`src/design/pfrg_pkg.sv`:
```
// ----------------------------------------------------------------------------
// Planar fill run generator package
// Types, register indexes, reset values and edge mask tables shared by the
// command decoder and the top level.
// ----------------------------------------------------------------------------
package pfrg_pkg;

	typedef enum logic [1:0] {
		MODE_PIXEL = 2'd0,
		MODE_HSPAN = 2'd1,
		MODE_VSPAN = 2'd2,
		MODE_BOX   = 2'd3
	} mode_t;

	typedef enum logic [1:0] {
		SEL_LEFT  = 2'd0,
		SEL_MID   = 2'd1,
		SEL_RIGHT = 2'd2
	} desc_sel_t;

	localparam logic [2:0] CFG_BYTES_PER_ROW = 3'd0;
	localparam logic [2:0] CFG_PAGE0_BASE    = 3'd1;
	localparam logic [2:0] CFG_FILL_COLOR    = 3'd5;

	localparam logic [7:0]  BYTES_PER_ROW_RESET = 8'd80;
	localparam logic [7:0]  FILL_COLOR_RESET    = 8'd0;
	localparam logic [15:0] PAGE_BASE_RESET [4] = '{16'd0, 16'd19200, 16'd38400, 16'd57600};

	localparam logic [3:0] MASK_ALL = 4'hF;

	typedef struct packed {
		mode_t      mode;
		logic [9:0] x_left;
		logic [9:0] x_right;
		logic [8:0] y_top;
		logic [8:0] y_bottom;
		logic [1:0] page;
	} cmd_t;

	typedef struct packed {
		logic       err;
		logic       single;
		logic [3:0] mask_a;
		logic [3:0] mask_r;
		logic [7:0] span;
		logic [9:0] rows;
		logic [7:0] stride;
		logic [7:0] color;
	} job_t;

	function automatic logic [3:0] left_edge_mask(input logic [1:0] sub);
		logic [3:0] m;
		case (sub)
			2'd0: m = 4'h0F;
			2'd1: m = 4'h0E;
			2'd2: m = 4'h0C;
			2'd3: m = 4'h08;
			default: m = 4'h0F;
		endcase
		return m;
	endfunction

	function automatic logic [3:0] right_edge_mask(input logic [1:0] sub);
		logic [3:0] m;
		case (sub)
			2'd0: m = 4'h01;
			2'd1: m = 4'h03;
			2'd2: m = 4'h07;
			2'd3: m = 4'h0F;
			default: m = 4'h0F;
		endcase
		return m;
	endfunction

endpackage

```
`src/design/planar_fill_run_generator.sv`:
```
// ----------------------------------------------------------------------------
// Planar fill run generator
// Converts draw commands into planar write-run descriptors for a four-plane
// frame buffer: left edge, middle and right edge runs, or a single run.
// ----------------------------------------------------------------------------
// A command passes through the input register and the job register, and each of
// its descriptors then through the output register, before it reaches the output.
// Output rate: one descriptor per cycle while m_axis_tready is high; a command
// yields one to three descriptors, and the single output channel sets the rate.
// Reset clears all valid flags and loads the register defaults.
// ----------------------------------------------------------------------------
module planar_fill_run_generator #(
	parameter int PAGE_COUNT  = 4,
	parameter int OFFSET_BITS = 16
) (
	input  logic        clk,
	input  logic        arst_n,

	input  logic        cfg_we,
	input  logic [2:0]  cfg_addr,
	input  logic [15:0] cfg_data,

	input  logic        s_axis_tvalid,
	output logic        s_axis_tready,
	// mode[1:0], x_left[11:2], x_right[21:12], y_top[30:22], y_bottom[39:31],
	// page[41:40], zero fill above.
	input  logic [47:0] s_axis_tdata,

	output logic        m_axis_tvalid,
	input  logic        m_axis_tready,
	// start_offset[15:0], plane_mask[19:16], run_bytes[27:20], row_count[37:28],
	// row_stride[45:38], color[53:46], zero fill above.
	output logic [55:0] m_axis_tdata,
	// bad_command
	output logic        m_axis_tuser,
	output logic        m_axis_tlast
);

	logic [7:0]  bytes_per_row_q;
	logic [7:0]  fill_color_q;
	logic [15:0] page_base_q [PAGE_COUNT];

	pfrg_pkg::cmd_t         cmd_s1;
	logic                   valid_s1;
	pfrg_pkg::job_t         job_s2;
	logic [OFFSET_BITS-1:0] start_s2;
	logic                   valid_s2;
	pfrg_pkg::desc_sel_t    sel_q;
	pfrg_pkg::desc_sel_t    sel_next;

	pfrg_pkg::job_t         job_c;
	logic [OFFSET_BITS-1:0] start_c;

	logic                   out_valid_q;
	logic [15:0]            offset_q;
	logic [3:0]             mask_q;
	logic [7:0]             run_q;
	logic [9:0]             rows_q;
	logic [7:0]             stride_q;
	logic [7:0]             color_q;
	logic                   bad_q;
	logic                   last_q;

	logic                   out_load;
	logic                   is_last;
	logic                   s2_done;
	logic                   move_s1;
	logic [OFFSET_BITS-1:0] offset_c;
	logic [3:0]             mask_c;
	logic [7:0]             run_c;

	always_ff @(posedge clk or negedge arst_n) begin
		if (!arst_n) begin
			bytes_per_row_q <= pfrg_pkg::BYTES_PER_ROW_RESET;
			fill_color_q    <= pfrg_pkg::FILL_COLOR_RESET;
		end else if (cfg_we) begin
			if (cfg_addr == pfrg_pkg::CFG_BYTES_PER_ROW) begin
				bytes_per_row_q <= cfg_data[7:0];
			end
			if (cfg_addr == pfrg_pkg::CFG_FILL_COLOR) begin
				fill_color_q <= cfg_data[7:0];
			end
		end
	end

	for (genvar p = 0; p < PAGE_COUNT; p++) begin : g_page
		always_ff @(posedge clk or negedge arst_n) begin
			if (!arst_n) begin
				page_base_q[p] <= pfrg_pkg::PAGE_BASE_RESET[p];
			end else if (cfg_we && cfg_addr == pfrg_pkg::CFG_PAGE0_BASE + 3'(p)) begin
				page_base_q[p] <= cfg_data;
			end
		end
	end

	assign out_load      = valid_s2 && (!out_valid_q || m_axis_tready);
	assign is_last       = job_s2.single || (sel_q == pfrg_pkg::SEL_RIGHT);
	assign s2_done       = out_load && is_last;
	assign move_s1       = valid_s1 && (!valid_s2 || s2_done);
	assign s_axis_tready = !valid_s1 || move_s1;

	always_ff @(posedge clk or negedge arst_n) begin
		if (!arst_n) begin
			valid_s1 <= 1'b0;
		end else if (s_axis_tready) begin
			valid_s1 <= s_axis_tvalid;
		end
	end

	always_ff @(posedge clk) begin
		if (s_axis_tready && s_axis_tvalid) begin
			cmd_s1.mode     <= pfrg_pkg::mode_t'(s_axis_tdata[1:0]);
			cmd_s1.x_left   <= s_axis_tdata[11:2];
			cmd_s1.x_right  <= s_axis_tdata[21:12];
			cmd_s1.y_top    <= s_axis_tdata[30:22];
			cmd_s1.y_bottom <= s_axis_tdata[39:31];
			cmd_s1.page     <= s_axis_tdata[41:40];
		end
	end

	pfrg_cmd_decode #(
		.PAGE_COUNT  (PAGE_COUNT),
		.OFFSET_BITS (OFFSET_BITS)
	) u_decode (
		.cmd           (cmd_s1),
		.bytes_per_row (bytes_per_row_q),
		.page_base     (page_base_q),
		.fill_color    (fill_color_q),
		.job           (job_c),
		.start         (start_c)
	);

	always_comb begin
		case (sel_q)
			pfrg_pkg::SEL_LEFT:  sel_next = (job_s2.span > 8'd1) ? pfrg_pkg::SEL_MID
				: pfrg_pkg::SEL_RIGHT;
			pfrg_pkg::SEL_MID:   sel_next = pfrg_pkg::SEL_RIGHT;
			pfrg_pkg::SEL_RIGHT: sel_next = pfrg_pkg::SEL_LEFT;
			default:             sel_next = pfrg_pkg::SEL_LEFT;
		endcase
	end

	always_ff @(posedge clk or negedge arst_n) begin
		if (!arst_n) begin
			valid_s2 <= 1'b0;
			sel_q    <= pfrg_pkg::SEL_LEFT;
		end else if (move_s1) begin
			valid_s2 <= 1'b1;
			sel_q    <= pfrg_pkg::SEL_LEFT;
		end else if (out_load) begin
			valid_s2 <= !is_last;
			sel_q    <= sel_next;
		end
	end

	always_ff @(posedge clk) begin
		if (move_s1) begin
			job_s2   <= job_c;
			start_s2 <= start_c;
		end
	end

	always_comb begin
		case (sel_q)
			pfrg_pkg::SEL_MID: begin
				offset_c = start_s2 + OFFSET_BITS'(1);
				mask_c   = pfrg_pkg::MASK_ALL;
				run_c    = job_s2.span - 8'd1;
			end
			pfrg_pkg::SEL_RIGHT: begin
				offset_c = start_s2 + OFFSET_BITS'(job_s2.span);
				mask_c   = job_s2.mask_r;
				run_c    = 8'd1;
			end
			default: begin
				offset_c = start_s2;
				mask_c   = job_s2.mask_a;
				run_c    = job_s2.err ? 8'd0 : 8'd1;
			end
		endcase
	end

	always_ff @(posedge clk or negedge arst_n) begin
		if (!arst_n) begin
			out_valid_q <= 1'b0;
		end else if (!out_valid_q || m_axis_tready) begin
			out_valid_q <= valid_s2;
		end
	end

	always_ff @(posedge clk) begin
		if (out_load) begin
			offset_q <= offset_c[15:0];
			mask_q   <= mask_c;
			run_q    <= run_c;
			rows_q   <= job_s2.rows;
			stride_q <= job_s2.stride;
			color_q  <= job_s2.color;
			bad_q    <= job_s2.err;
			last_q   <= is_last;
		end
	end

	assign m_axis_tvalid = out_valid_q;
	assign m_axis_tdata  = {2'b00, color_q, stride_q, rows_q, run_q, mask_q, offset_q};
	assign m_axis_tuser  = bad_q;
	assign m_axis_tlast  = last_q;

`ifndef SYNTH
	a_bad_is_last: assert property (@(posedge clk) disable iff (!arst_n)
		m_axis_tvalid && m_axis_tuser |-> m_axis_tlast)
		else $error("Error descriptor is not marked last.");

	a_bad_is_zero: assert property (@(posedge clk) disable iff (!arst_n)
		m_axis_tvalid && m_axis_tuser |-> m_axis_tdata == 56'd0)
		else $error("Error descriptor carries a nonzero payload.");

	a_job_held: assert property (@(posedge clk) disable iff (!arst_n)
		m_axis_tvalid && !m_axis_tlast |-> valid_s2)
		else $error("Job released before its last descriptor.");

	a_stall_has_cmd: assert property (@(posedge clk) disable iff (!arst_n)
		!s_axis_tready |-> valid_s1 && valid_s2)
		else $error("Input stalled with a free stage.");
`endif

endmodule

```
`src/design/pfrg_cmd_decode.sv`:
```
// ----------------------------------------------------------------------------
// Planar fill command decoder
// Turns one draw command into a run job: start offset, edge masks, column
// span, row count and error flag.
// ----------------------------------------------------------------------------
module pfrg_cmd_decode #(
	parameter int PAGE_COUNT  = 4,
	parameter int OFFSET_BITS = 16
) (
	input  pfrg_pkg::cmd_t         cmd,
	input  logic [7:0]             bytes_per_row,
	input  logic [15:0]            page_base [PAGE_COUNT],
	input  logic [7:0]             fill_color,
	output pfrg_pkg::job_t         job,
	output logic [OFFSET_BITS-1:0] start
);

	localparam int PG_W = (PAGE_COUNT > 1) ? $clog2(PAGE_COUNT) : 1;
	localparam logic [1:0] PAGE_LAST = 2'(PAGE_COUNT - 1);

	logic [1:0]  page_c;
	logic [15:0] base;
	logic [9:0]  xr_e;
	logic [8:0]  yb_e;
	logic        is_point;
	logic        err;
	logic [7:0]  lcol;
	logic [7:0]  rcol;
	logic [3:0]  lmask;
	logic [3:0]  rmask;
	logic [3:0]  pmask;
	logic [16:0] prod;

	always_comb begin
		page_c = (cmd.page > PAGE_LAST) ? PAGE_LAST : cmd.page;
		base   = page_base[page_c[PG_W-1:0]];

		xr_e = (cmd.mode == pfrg_pkg::MODE_HSPAN || cmd.mode == pfrg_pkg::MODE_BOX)
			? cmd.x_right : cmd.x_left;
		yb_e = (cmd.mode == pfrg_pkg::MODE_VSPAN || cmd.mode == pfrg_pkg::MODE_BOX)
			? cmd.y_bottom : cmd.y_top;

		is_point = (cmd.mode == pfrg_pkg::MODE_PIXEL) || (cmd.mode == pfrg_pkg::MODE_VSPAN);
		err = (cmd.mode != pfrg_pkg::MODE_PIXEL) && ((xr_e < cmd.x_left) || (yb_e < cmd.y_top));

		lcol  = cmd.x_left[9:2];
		rcol  = xr_e[9:2];
		lmask = pfrg_pkg::left_edge_mask(cmd.x_left[1:0]);
		rmask = pfrg_pkg::right_edge_mask(xr_e[1:0]);
		pmask = 4'b0001 << cmd.x_left[1:0];
		prod  = 17'(cmd.y_top) * 17'(bytes_per_row);

		job.err    = err;
		job.single = err || is_point || (lcol == rcol);
		if (err) begin
			job.mask_a = 4'h0;
		end else if (is_point) begin
			job.mask_a = pmask;
		end else if (lcol == rcol) begin
			job.mask_a = lmask & rmask;
		end else begin
			job.mask_a = lmask;
		end
		job.mask_r = rmask;
		job.span   = rcol - lcol;
		job.rows   = err ? 10'd0 : (10'(yb_e) - 10'(cmd.y_top) + 10'd1);
		job.stride = err ? 8'd0 : bytes_per_row;
		job.color  = err ? 8'd0 : fill_color;

		start = err ? '0 : (OFFSET_BITS'(prod) + OFFSET_BITS'(lcol) + OFFSET_BITS'(base));
	end

endmodule

```
`config.mk`:
```
export PLATFORM = sky130hd
export DESIGN_NAME = planar_fill_run_generator
export DESIGN_NICKNAME = d
export VERILOG_FILES = /design/src/design/pfrg_pkg.sv /design/src/design/planar_fill_run_generator.sv /design/src/design/pfrg_cmd_decode.sv
export SDC_FILE = /design/constraint.sdc
export NUM_CORES = 1
export LEC_CHECK = 0
export BUFFER_PORTS_ARGS = -buffer_cell sky130_fd_sc_hd__buf_2
export CAP_MARGIN = 25
export CORE_MARGIN = 5
export CORE_UTILIZATION = 55
export DETAILED_ROUTE_END_ITERATION = 16
export GPL_TIMING_DRIVEN = 0
export PLACE_DENSITY = 0.76
export REMOVE_ABC_BUFFERS = 1
export SLEW_MARGIN = 20
export SYNTH_ARGS = -nofsm -noshare
export SYNTH_HDL_FRONTEND = slang
export SYNTH_SLANG_ARGS = --single-unit
```
`constraint.sdc`:
```
create_clock -name clk -period 5.8 [get_ports clk]
set_clock_uncertainty 0.2 [all_clocks]
set_input_delay 0 -clock clk [delete_from_list [all_inputs] [get_ports clk]]
set_output_delay 0 -clock clk [all_outputs]
set_load 0.01 [all_outputs]
```
==> summary.txt, run 1 <==
Run status
  – Status: completed

Global routing
  – Initial antenna violation count: 0
  – First-pass GRT wire length: 49.2 mm
  – Largest net degree at the start of global routing: 38
  – Global-route usage over all layers: 0.215
  – Vias in the first global route: roughly 9,600
  – Total grt overflow: 0

Yosys
  – XOR/XNOR Fraction of Synth Area: 0.0267
  – Seq/Total Area, Yosys: 0.497
  – Post-synth cell types: slightly below 60
  – Dominant synthesized flop cell: edfxtp_1
  – Mapped Cells: about 1,100
  – Synthesized flop and latch total: 242
  – Async SR Flop Fraction: 0.351
  – Adder-cell share of the synthesized area: 0.176
  – Number of synthesized flops with an enable pin: between 150 and 200
  – Cell Area, Synth: between 10,000 and 15,000 sq um
  – Mux contribution to synthesized area: 0.0961
  – Synth top area share: 0.342
  – Biggest area consumer among synthesized cells: edfxtp_1
  – Top cells by area, synth: edfxtp_1, dfrtp_1, fa_1
  – Area fraction in compound gates after synthesis: 0.0558
  – Post-synthesis area per instance: approximately 13 sq um
  – Post-synthesis simple-gate area fraction: 0.104
  – Main combinational cell family by area after synthesis: adder cells
  – YS warnings: 0

Route
  – Antenna Nets Post-Route: 0
  – DRC viols: 0
  – Iter 0 DRT Violations: around 550
  – Pre-Repair DR Iteration Count: 5
  – Mean routed wirelength per cell: approximately 18 microns
  – Drt via density: 5.39
  – Via count: 9,138
  – Final WL: 30.1 mm

STA
  – Final period utilization: 0.946
  – Worst Max-Slew Pin Slew: slightly above 0.9 ns
  – Worst hold slack: 0.0294 ns
  – RSZ-0062 raised after global routing: no
  – Final Critical Period: 5.48 ns
  – Slew headroom: 0.391
  – # setup viols final: 0
  – FMAX: 0.182 GHz
  – Worst setup slack after layout: between 0.3 and 0.4 ns
  – Slew Viols, Final: 0
  – Setup TNS: 0 ns
  – Final Hold Viols: 0

Die
  – Total I/O pin count: roughly 130
  – Core region area: approximately 25,000 sq um
  – Die width: between 150 and 200 microns
  – Rows: 58
  – Starting Density: 0.553
  – Die area: 28,400 sq um
  – Die H: 168 microns

Flow run
  – Max-Cap Viols: 0

Setup path
  – CP max FO: 11
  – Crit path DAT: ~5.6 ns
  – CP endpoint kind: flip-flop
  – Crit path launch type: flip-flop
  – Crit Path Category: reg2reg
  – Critical Path RT: about 5.9 ns

Min path
  – HP Class: in2reg

Final layout
  – Antenna cells: 0
  – Design area: approximately 17,000 sq um
  – Layout net count: around 1,600
  – Ratio of cells with drive above 1 in the final layout: 0.240
  – Final core occ: 0.681
  – Post-route insts no fill: approximately 1,700
  – Area Growth Syn to Fin: 23.3%

Clocking
  – TritonCTS clock tree: yes
  – Clock Pin Slew Worst Setup and Hold Paths: approximately 0.07 ns
  – CTS H-Tree Depth: 1
  – # clock sinks: ~240
  – CTS Buffer Depth: 3
  – TritonCTS Buffers: 26
  – Worst skew pair latency: approximately 0.54 ns
  – Root Driver: clkbuf_16

Place
  – Port Buf Inserts: around 120
  – Placed inst area: about 15,000 sq um
  – Detailed placement HPWL: around 19 mm
  – Inst Count DP: between 1,500 and 2,000
  – Setup WS pre-CTS: 0.143 ns
  – Final Wtd Congestion: ~0.82

Power and ir drop
  – Power per cell area: approximately 560 nW/um^2
  – VDD IR-drop max: 0.745 mV
  – Overall power: just under 10 mW
  – Leakage: roughly 7.4 nW
[final cells by class]
type / count / area [sq um]
Fill cell: 1756 / 7950
Sequential cell: 242 / 6860
Multi-Input combinational cell: 702 / 6390
Timing Repair Buffer: 258 / 2020
Clock buffer: 37 / 796
Inverter: 116 / 435
Tap cell: 330 / 413
Clock inverter: 11 / 96.3
[final timing paths]
kind,start,to,slack [ns],depth (start not counted)
min in group asynchronous,arst_n,page_base_q[28],0.45,3
hold / removal,s_axis_tdata[19],cmd_s1[27],0.03,2
setup reg to reg,bytes_per_row_q[6],start_s2[13],0.32,16
setup / recovery,bytes_per_row_q[6],start_s2[13],0.32,16
max in group asynchronous,arst_n,page_base_q[43],4.65,4
hold reg to reg,job_s2[17],rows_q[1],0.21,0
[cells by family (layout without fill, tap and decap cells)]
family | count (synthesis) | in the layout
AOI/OAI and AO/OA | 119 | 119
xor gates and xnor gates | 42 | 42
adders and majority gates | 154 | 154
buffers and inverters | 156 | 422
DFF | 242 | 242
muxes | 102 | 102
other | 1 | 2
and+or+nand+nor | 283 | 283
[power breakdown]
part           total, mW  internal, mW  switching, mW  leakage [nW]
clock               1.69          1.00          0.691         0.436
sequential          2.59          2.37          0.221          2.53
combinational       5.32          2.33           2.99          4.41
total               9.60          5.70           3.90          7.37
[layout by cell type (no fill, tap or decap), types with 4 or more instances in the layout]
cell type	synthesis	layout
o21ai_0	32	32
or3_1	4	4
o21a_1	9	9
nor3_2	4	4
xnor2_1	24	24
nor2b_1	7	7
dfrtp_1	71	68
mux2_2	84	84
buf_8	0	4
clkbuf_16	0	28
and2_1	72	70
dlygate4sd3_1	0	114
xor2_1	18	18
o211ai_1	4	4
ha_1	87	87
a211oi_1	11	11
mux4_2	16	16
buf_4	2	11
buf_2	6	123
fa_1	67	67
nand3_1	5	5
nand2b_1	6	6
buf_12	0	6
a21oi_1	35	35
clkbuf_8	0	6
edfxtp_1	157	157
nor2_1	67	66
nor4_1	5	5
nor3_1	18	17
dfstp_2	14	14
a21o_1	5	5
nand2_1	76	76
inv_1	115	115
[metal layers]
layer | up-vias | wire length (microns) | global-route usage
li1 | 4288 | - | -
met1 | 4543 | 12100 | 0.275
met2 | 250 | 15600 | 0.383
met3 | 57 | 1480 | 0.0301
met4 | 0 | 868 | 0.0656
met5 | - | 0 | 0
[state kept, by name, indices dropped and copies added (netlist names), 2 cells and up]
| register | count |
|---|---|
| offset_q | 16 |
| sel_q | 2 |
| run_q | 8 |
| cmd_s1 | 42 |
| color_q | 8 |
| fill_color_q | 8 |
| job_s2 | 43 |
| page_base_q | 64 |
| start_s2 | 16 |
| stride_q | 8 |
| mask_q | 4 |
| rows_q | 10 |
| bytes_per_row_q | 8 |
[what timing repair did]
action / in CTS / in global routing
endpoints found under the setup margin: 0 / 4
hold buffers: 115 / 0
gates resized for setup: 0 / 4
setup buffers: 0 / 10
hold endpoints to repair: 226 / 0
[synthesized netlist by cell type, drive strengths merged, types with 3 or more instances]
cell type    n
a2111oi      3
a211oi      11
a21boi       3
a21o         5
a21oi       36
and2        72
buf          9
clkbuf      31
dfrtp       71
dfstp       14
edfxtp     157
fa          67
ha          87
inv        116
mux2        84
mux4        16
nand2       76
nand2b       6
nand3        5
nor2        68
nor2b        7
nor3        22
nor4         5
o211ai       4
o21a         9
o21ai       32
o31ai        3
o41ai        3
or2          3
or3          5
or4          3
xnor2       24
xor2        18
[critical path, cell delays in order (launching register included)]
cell,delay [ns]
dfstp_2,0.66
nand2_1,0.11
fa_1,0.50
fa_1,0.55
inv_1,0.05
fa_1,0.50
fa_1,0.54
inv_1,0.05
fa_1,0.53
inv_1,0.04
ha_1,0.26
a21oi_1,0.15
nor2_1,0.06
a211oi_1,0.30
and2_1,0.26
nor2_1,0.08
a2111oi_2,0.39
(Power assumes the default switching activity.)
==> run 2, diff against run 1 <==
--- a/config.mk
+++ b/config.mk
@@ -13,6 +13,7 @@
 export GPL_TIMING_DRIVEN = 0
 export PLACE_DENSITY = 0.76
 export REMOVE_ABC_BUFFERS = 1
+export SETUP_SLACK_MARGIN = 0.5
 export SLEW_MARGIN = 20
 export SYNTH_ARGS = -nofsm -noshare
 export SYNTH_HDL_FRONTEND = slang
==> summary.txt, run 2 (synthesized netlist as in run 1, its figures left out) <==
Global routing
  – Global-route usage over all layers: 0.222 (+0.00621)
  – Vias in the first global route: 9,824 (+2.5%)
  – Total grt overflow: 0 (unchanged)
  – First-pass GRT wire length: 50.5 mm (+2.7%)
  – Initial antenna violation count: 0 (unchanged)
  – Largest net degree at the start of global routing: 38 (unchanged)

Clocking
  – Clock Pin Slew Worst Setup and Hold Paths: 0.06 ns (about the same)
  – Root Driver: clkbuf_16
  – Worst skew pair latency: 0.54 ns (about the same)
  – CTS Buffer Depth: 3 (unchanged)
  – CTS H-Tree Depth: 1 (unchanged)
  – TritonCTS Buffers: 26 (unchanged)
  – TritonCTS clock tree: yes
  – # clock sinks: 242 (unchanged)

Setup path
  – CP max stage delay: 0.53 ns (-0.13 ns)
  – CP Launch Point: cmd_s1[12]
  – FF-to-FF Start: cmd_s1[12]
  – CP endpoint kind: flip-flop
  – Crit path DAT: 5.34 ns (-0.23 ns)
  – Crit path launch type: flip-flop
  – Top Family by Delay on Critical Path: adder cells
  – Worst-path cell chain: buf_4, buf_4, and2_1, fa_1, fa_1, ha_1, fa_1, inv_1, fa_1, inv_1, ha_4, o21ai_1, nor2_2, o31ai_4, and2_4, nor2_1, a2111oi_4
  – Crit Path Category: reg2reg
  – Critical Path RT: 5.91 ns (+0.02 ns)
  – Slowest CP cell: fa_1
  – CP max FO: 6 (-5)
  – CP most frequent cell: fa_1
  – Buf+Inv Stages, Crit Path: 4 (+1)

Die
  – Total I/O pin count: 132 (unchanged)
  – Core region area: 25,000 sq um (unchanged)
  – Rows: 58 (unchanged)
  – Die H: 168 microns (unchanged)
  – Starting Density: 0.553 (unchanged)
  – Die area: 28,400 sq um (unchanged)
  – Die width: 168 microns (unchanged)

Power and ir drop
  – Power per cell area: 607 nW/um^2 (+7.5%)
  – Leakage: 7.52 nW (+2.0%)
  – VDD IR-drop max: 0.825 mV (+11%)

Final layout
  – Largest reg by FF count: page_base_q
  – Largest regs: page_base_q: 64 flops, job_s2: 43 flops, cmd_s1: 42 flops
  – Most common cell after layout, fill and taps aside: edfxtp_1
  – Antenna cells: 0 (unchanged)
  – Max reg flops: 64 (unchanged)
  – Layout net count: 1,600 (+1.8%)
  – Final core occ: 0.697 (+0.0156)
  – Area Growth Syn to Fin: 26.1%
  – Design area: 17,400 sq um (+2.3%)
  – Ratio of cells with drive above 1 in the final layout: 0.279 (+0.0389)
  – Most frequent cells in the layout: edfxtp_1, buf_2, inv_1, dlygate4sd3_1, mux2_2

Route
  – Iter 0 DRT Violations: 586 (+6.7%)
  – DRC viols: 0 (unchanged)
  – Pre-Repair DR Iteration Count: 7 (+2)
  – Via count: 9,435 (+3.3%)
  – Antenna Nets Post-Route: 0 (unchanged)
  – Drt via density: 5.47 (+1.6%)
  – Mean routed wirelength per cell: 18.5 microns (+4.5%)
  – Final WL: 31.9 mm (+6.2%)

Run status
  – Status: completed

STA
  – RSZ-0062 raised after global routing: yes
  – Setup TNS: 0 ns (unchanged)
  – # setup viols final: 0 (unchanged)
  – Slew Viols, Final: 0 (unchanged)
  – Final Hold Viols: 0 (unchanged)
  – Final Critical Period: 5.23 ns (-0.257 ns)
  – Worst Max-Slew Pin Slew: 1.06 ns (+0.147 ns)
  – Final period utilization: 0.901 (-0.0443)
  – Slew headroom: 0.293 (-0.0978)
  – FMAX: 0.191 GHz (+4.9%)

Place
  – Port Buf Inserts: 123 (unchanged)
  – Placed inst area: 14,900 sq um (unchanged)
  – Final Wtd Congestion: 0.820 (unchanged)
  – Detailed placement HPWL: 19.4 mm (unchanged)

Min path
  – HP Class: in2reg
  – Worst Hold Launch: s_axis_tdata[19]

Flow run
  – Max-Cap Viols: 0 (unchanged)
-- run 2: cell types whose count changed in the layout (fill, tap and decap cells not counted), sizes merged --
cell          change
dlymetal6s2s      +1
buf              +26
clkbuf            +1
-- run 2: power by group --
part           leakage (nW)  switching (mW)  internal, mW
Clock                 0.436           0.678          1.00
Sequential             2.52           0.208          2.37
Combinational          4.56            3.48          2.82
-- run 2: worst paths after layout --
kind | end | slack (ns) | depth (start not counted)
worst max-delay path | start_s2[13] | 0.57 | 17
worst min register to register | color_q[5] | 0.22 | 0
worst max register to register | start_s2[13] | 0.57 | 17
min in group asynchronous | page_base_q[28] | 0.47 | 3
worst min-delay path | cmd_s1[27] | 0.02 | 2
max in group asynchronous | page_base_q[43] | 4.64 | 4
-- run 2: worst reg2reg max path: cells and delay by family, from the launching register on --
kind | cells | cell delay (ns)
AO/OA/AOI/OAI | 3 | 0.79
flip-flops | 1 | 0.44
AND/OR/NAND/NOR | 4 | 0.55
adder cells (fa/ha/maj) | 6 | 2.59
buffers and inverters | 4 | 0.42
-- run 2: metal layers --
metal  share of wire  GRT usage
met1            0.38      0.275
met2            0.52      0.394
met3           0.055     0.0310
met5               0          0
met4           0.045     0.0865
-- run 2: area by class of cell --
class / instances / area (sq um)
inverters: 116 / 435
multi-input cells: 702 / 6560
well taps: 330 / 413
flip-flops and latches: 242 / 6870
repair buffers: 286 / 2230
fillers: 1673 / 7560
clock inverters: 11 / 96.3
clock buffers: 37 / 796
-- run 2: through the flow --
stage / setup WS, ns / power, mW / instances / hold WS, ns
after floorplan: 0.434 / 6.53 / 1060 / -0.496
after global placement: -0.265 / 7.59 / 1513 / -0.0235
after detailed placement: 0.143 / 7.73 / 1522 / -0.147
after CTS: 0.515 / 9.67 / 1702 / 0.00125
after global routing: 0.378 / 11.4 / 1724 / 0.0129
final: 0.572 / 10.6 / 1724 / 0.0247
-- run 2: what timing repair did --
action                                  4_1_cts  5_1_grt
pin swaps                                     0       17
gates cloned                                  0        0
gates resized for setup                       7       43
hold buffers                                115        0
setup buffers                                17       22
hold endpoints to repair                    226        0
endpoints found under the setup margin        6        8
==> run 3, diff against run 2 <==
--- a/config.mk
+++ b/config.mk
@@ -11,7 +11,8 @@
 export CORE_UTILIZATION = 55
 export DETAILED_ROUTE_END_ITERATION = 16
 export GPL_TIMING_DRIVEN = 0
-export PLACE_DENSITY = 0.76
+export HOLD_SLACK_MARGIN = 0.1
+export PLACE_DENSITY = 0.75
 export REMOVE_ABC_BUFFERS = 1
 export SETUP_SLACK_MARGIN = 0.5
 export SLEW_MARGIN = 20
==> summary.txt, run 3 (synthesized netlist as in run 1, its figures left out) <==
STA
  – Worst hold slack: 0.124 ns (+0.0994 ns)
  – # setup viols final: 0 (unchanged)
  – Setup TNS: 0 ns (unchanged)
  – RSZ-0062 raised after global routing: yes
  – Final Hold Viols: 0 (unchanged)
  – Worst setup slack after layout: 0.616 ns (+0.0435 ns)
  – FMAX: 0.193 GHz (+0.84%)
  – Slew headroom: 0.457 (+0.164)
  – Final Critical Period: 5.18 ns (-0.0435 ns)
  – Worst Max-Slew Pin Slew: 0.806 ns (-0.252 ns)
  – Final period utilization: 0.894 (-0.00750)
  – Slew Viols, Final: 0 (unchanged)

Final layout
  – Most common cell after layout, fill and taps aside: edfxtp_1
  – Largest regs: page_base_q: 64 flops, job_s2: 43 flops, cmd_s1: 42 flops
  – Design area: 17,400 sq um (+0.22%)
  – Ratio of cells with drive above 1 in the final layout: 0.272 (-0.00749)
  – Final core occ: 0.699 (+0.00155)
  – Most frequent cells in the layout: edfxtp_1, dlygate4sd3_1, buf_2, inv_1, mux2_2
  – Fill count: 1,688 (+0.90%)
  – Area Growth Syn to Fin: 26.4%
  – Antenna cells: 0 (unchanged)
  – Max reg flops: 64 (unchanged)
  – Layout net count: 1,609 (+0.56%)
  – Largest reg by FF count: page_base_q

Place
  – Final Wtd Congestion: 0.831 (+1.4%)
  – Port Buf Inserts: 123 (unchanged)
  – Detailed placement HPWL: 19.6 mm (+1.2%)
  – Placed inst area: 14,900 sq um (+0.10%)
  – Setup WS pre-CTS: 0.134 ns (-0.00853 ns)

Global routing
  – Initial antenna violation count: 0 (unchanged)
  – First-pass GRT wire length: 50.9 mm (+0.76%)
  – Total grt overflow: 0 (unchanged)
  – Largest net degree at the start of global routing: 49 (+29%)
  – Global-route usage over all layers: 0.224 (+0.00211)
  – Vias in the first global route: 9,823 (-0.010%)

Setup path
  – CP endpoint kind: flip-flop
  – CP max FO: 7 (+1)
  – R2R cell count: 17 (unchanged)
  – Crit Path Category: reg2reg
  – Crit path launch type: flip-flop
  – Crit path DAT: 5.31 ns (-0.03 ns)
  – Setup slack, reg-to-reg: 0.62 ns (+0.04 ns)
  – Critical Path RT: 5.92 ns (about the same)

Clocking
  – Worst skew pair latency: 0.53 ns (about the same)
  – Root Driver: clkbuf_16
  – CTS H-Tree Depth: 1 (unchanged)
  – Clock Pin Slew Worst Setup and Hold Paths: 0.06 ns (about the same)
  – TritonCTS Buffers: 26 (unchanged)
  – # clock sinks: 242 (unchanged)
  – TritonCTS clock tree: yes
  – CTS Buffer Depth: 3 (unchanged)

Die
  – Die H: 168 microns (unchanged)
  – Core region area: 25,000 sq um (unchanged)
  – Die area: 28,400 sq um (unchanged)
  – Total I/O pin count: 132 (unchanged)
  – Rows: 58 (unchanged)
  – Die width: 168 microns (unchanged)
  – Starting Density: 0.553 (unchanged)

Route
  – Pre-Repair DR Iteration Count: 5 (-2)
  – Via count: 9,337 (-1.0%)
  – Iter 0 DRT Violations: 573 (-2.2%)
  – Final WL: 31.2 mm (-2.2%)
  – Drt via density: 5.39 (-1.6%)
  – Antenna Nets Post-Route: 0 (unchanged)
  – Mean routed wirelength per cell: 18.0 microns (-2.7%)
  – DRC viols: 0 (unchanged)

Run status
  – Status: completed

Flow run
  – Max-Cap Viols: 0 (unchanged)

Min path
  – HP Class: in2reg
  – Hold Path Depth: 3 (+1)

Power and ir drop
  – Power per cell area: 590 nW/um^2 (-2.8%)
  – VDD IR-drop max: 0.805 mV (-2.4%)
  – Leakage: 7.51 nW (about the same)
run 3: changes by cell type in the layout (fill, tap and decap cells not counted), sizes merged, moves of 2 or more:
cell         before  now
clkinv            4    9
dlygate4sd3     114  126
inv             119  117
clkbuf           38   29
clkinvlp          3    7
run 3: metal layers:
layer / global-route usage / wire, microns / vias to the layer above
met1: 0.281 / 12500 / 4590
met3: 0.0336 / 1620 / 103
li1: - / - / 4358
met4: 0.0822 / 1350 / 0
met5: 0 / 0 / -
met2: 0.394 / 15800 / 286
run 3: worst paths after layout:
kind / from / end
max reg2reg: cmd_s1[13] / start_s2[13]
min in group asynchronous: arst_n / page_base_q[28]
min reg2reg: job_s2[7] / color_q[7]
max in group asynchronous: arst_n / bytes_per_row_q[4]
max: cmd_s1[13] / start_s2[13]
min: cfg_data[2] / page_base_q[34]
run 3: timing repair:
| item | CTS | global route |
|---|---|---|
| setup buffers | 24 | 9 |
| pin swaps | 0 | 11 |
| setup endpoints to repair | 6 | 8 |
| hold buffers | 127 | 0 |
| endpoints found under the hold margin | 261 | 0 |
| resized for setup | 9 | 29 |
| gates cloned | 0 | 0 |
run 3: power by group:
part	internal (mW)	leakage [nW]	switching, mW
Combinational	2.79	4.59	3.30
Sequential	2.37	2.52	0.204
Clock	0.943	0.402	0.695
Total	6.10	7.51	4.20
run 3: per-stage QoR:
stage | power (mW) | cells
global route | 11.2 | 1733
CTS | 9.60 | 1722
detailed placement | 7.73 | 1523
floorplan | 6.53 | 1060
global placement | 7.59 | 1513
finish | 10.3 | 1733
run 3: layout make-up:
class	count	area [sq um]	share of cell area
sequential	242	6870	0.394
tap	330	413	0.0237
clock inverter	19	168	0.00961
timing repair buffer	295	2350	0.135
clock buffer	29	683	0.0392
inverter	116	435	0.0250
multi-input combinational	702	6530	0.374
run 3: critical path, stage by stage, from the launching register on:
cell and delay [ns]:
edfxtp_1 0.54, and2_4 0.22, fa_2 0.36, fa_1 0.56
inv_1 0.06, fa_1 0.49, inv_1 0.06, fa_1 0.52
inv_1 0.05, fa_1 0.53, inv_1 0.06, ha_4 0.27
o21ai_0 0.25, nor2_2 0.07, o31ai_2 0.09, and2_4 0.23
nor2_1 0.07, a2111oi_4 0.33
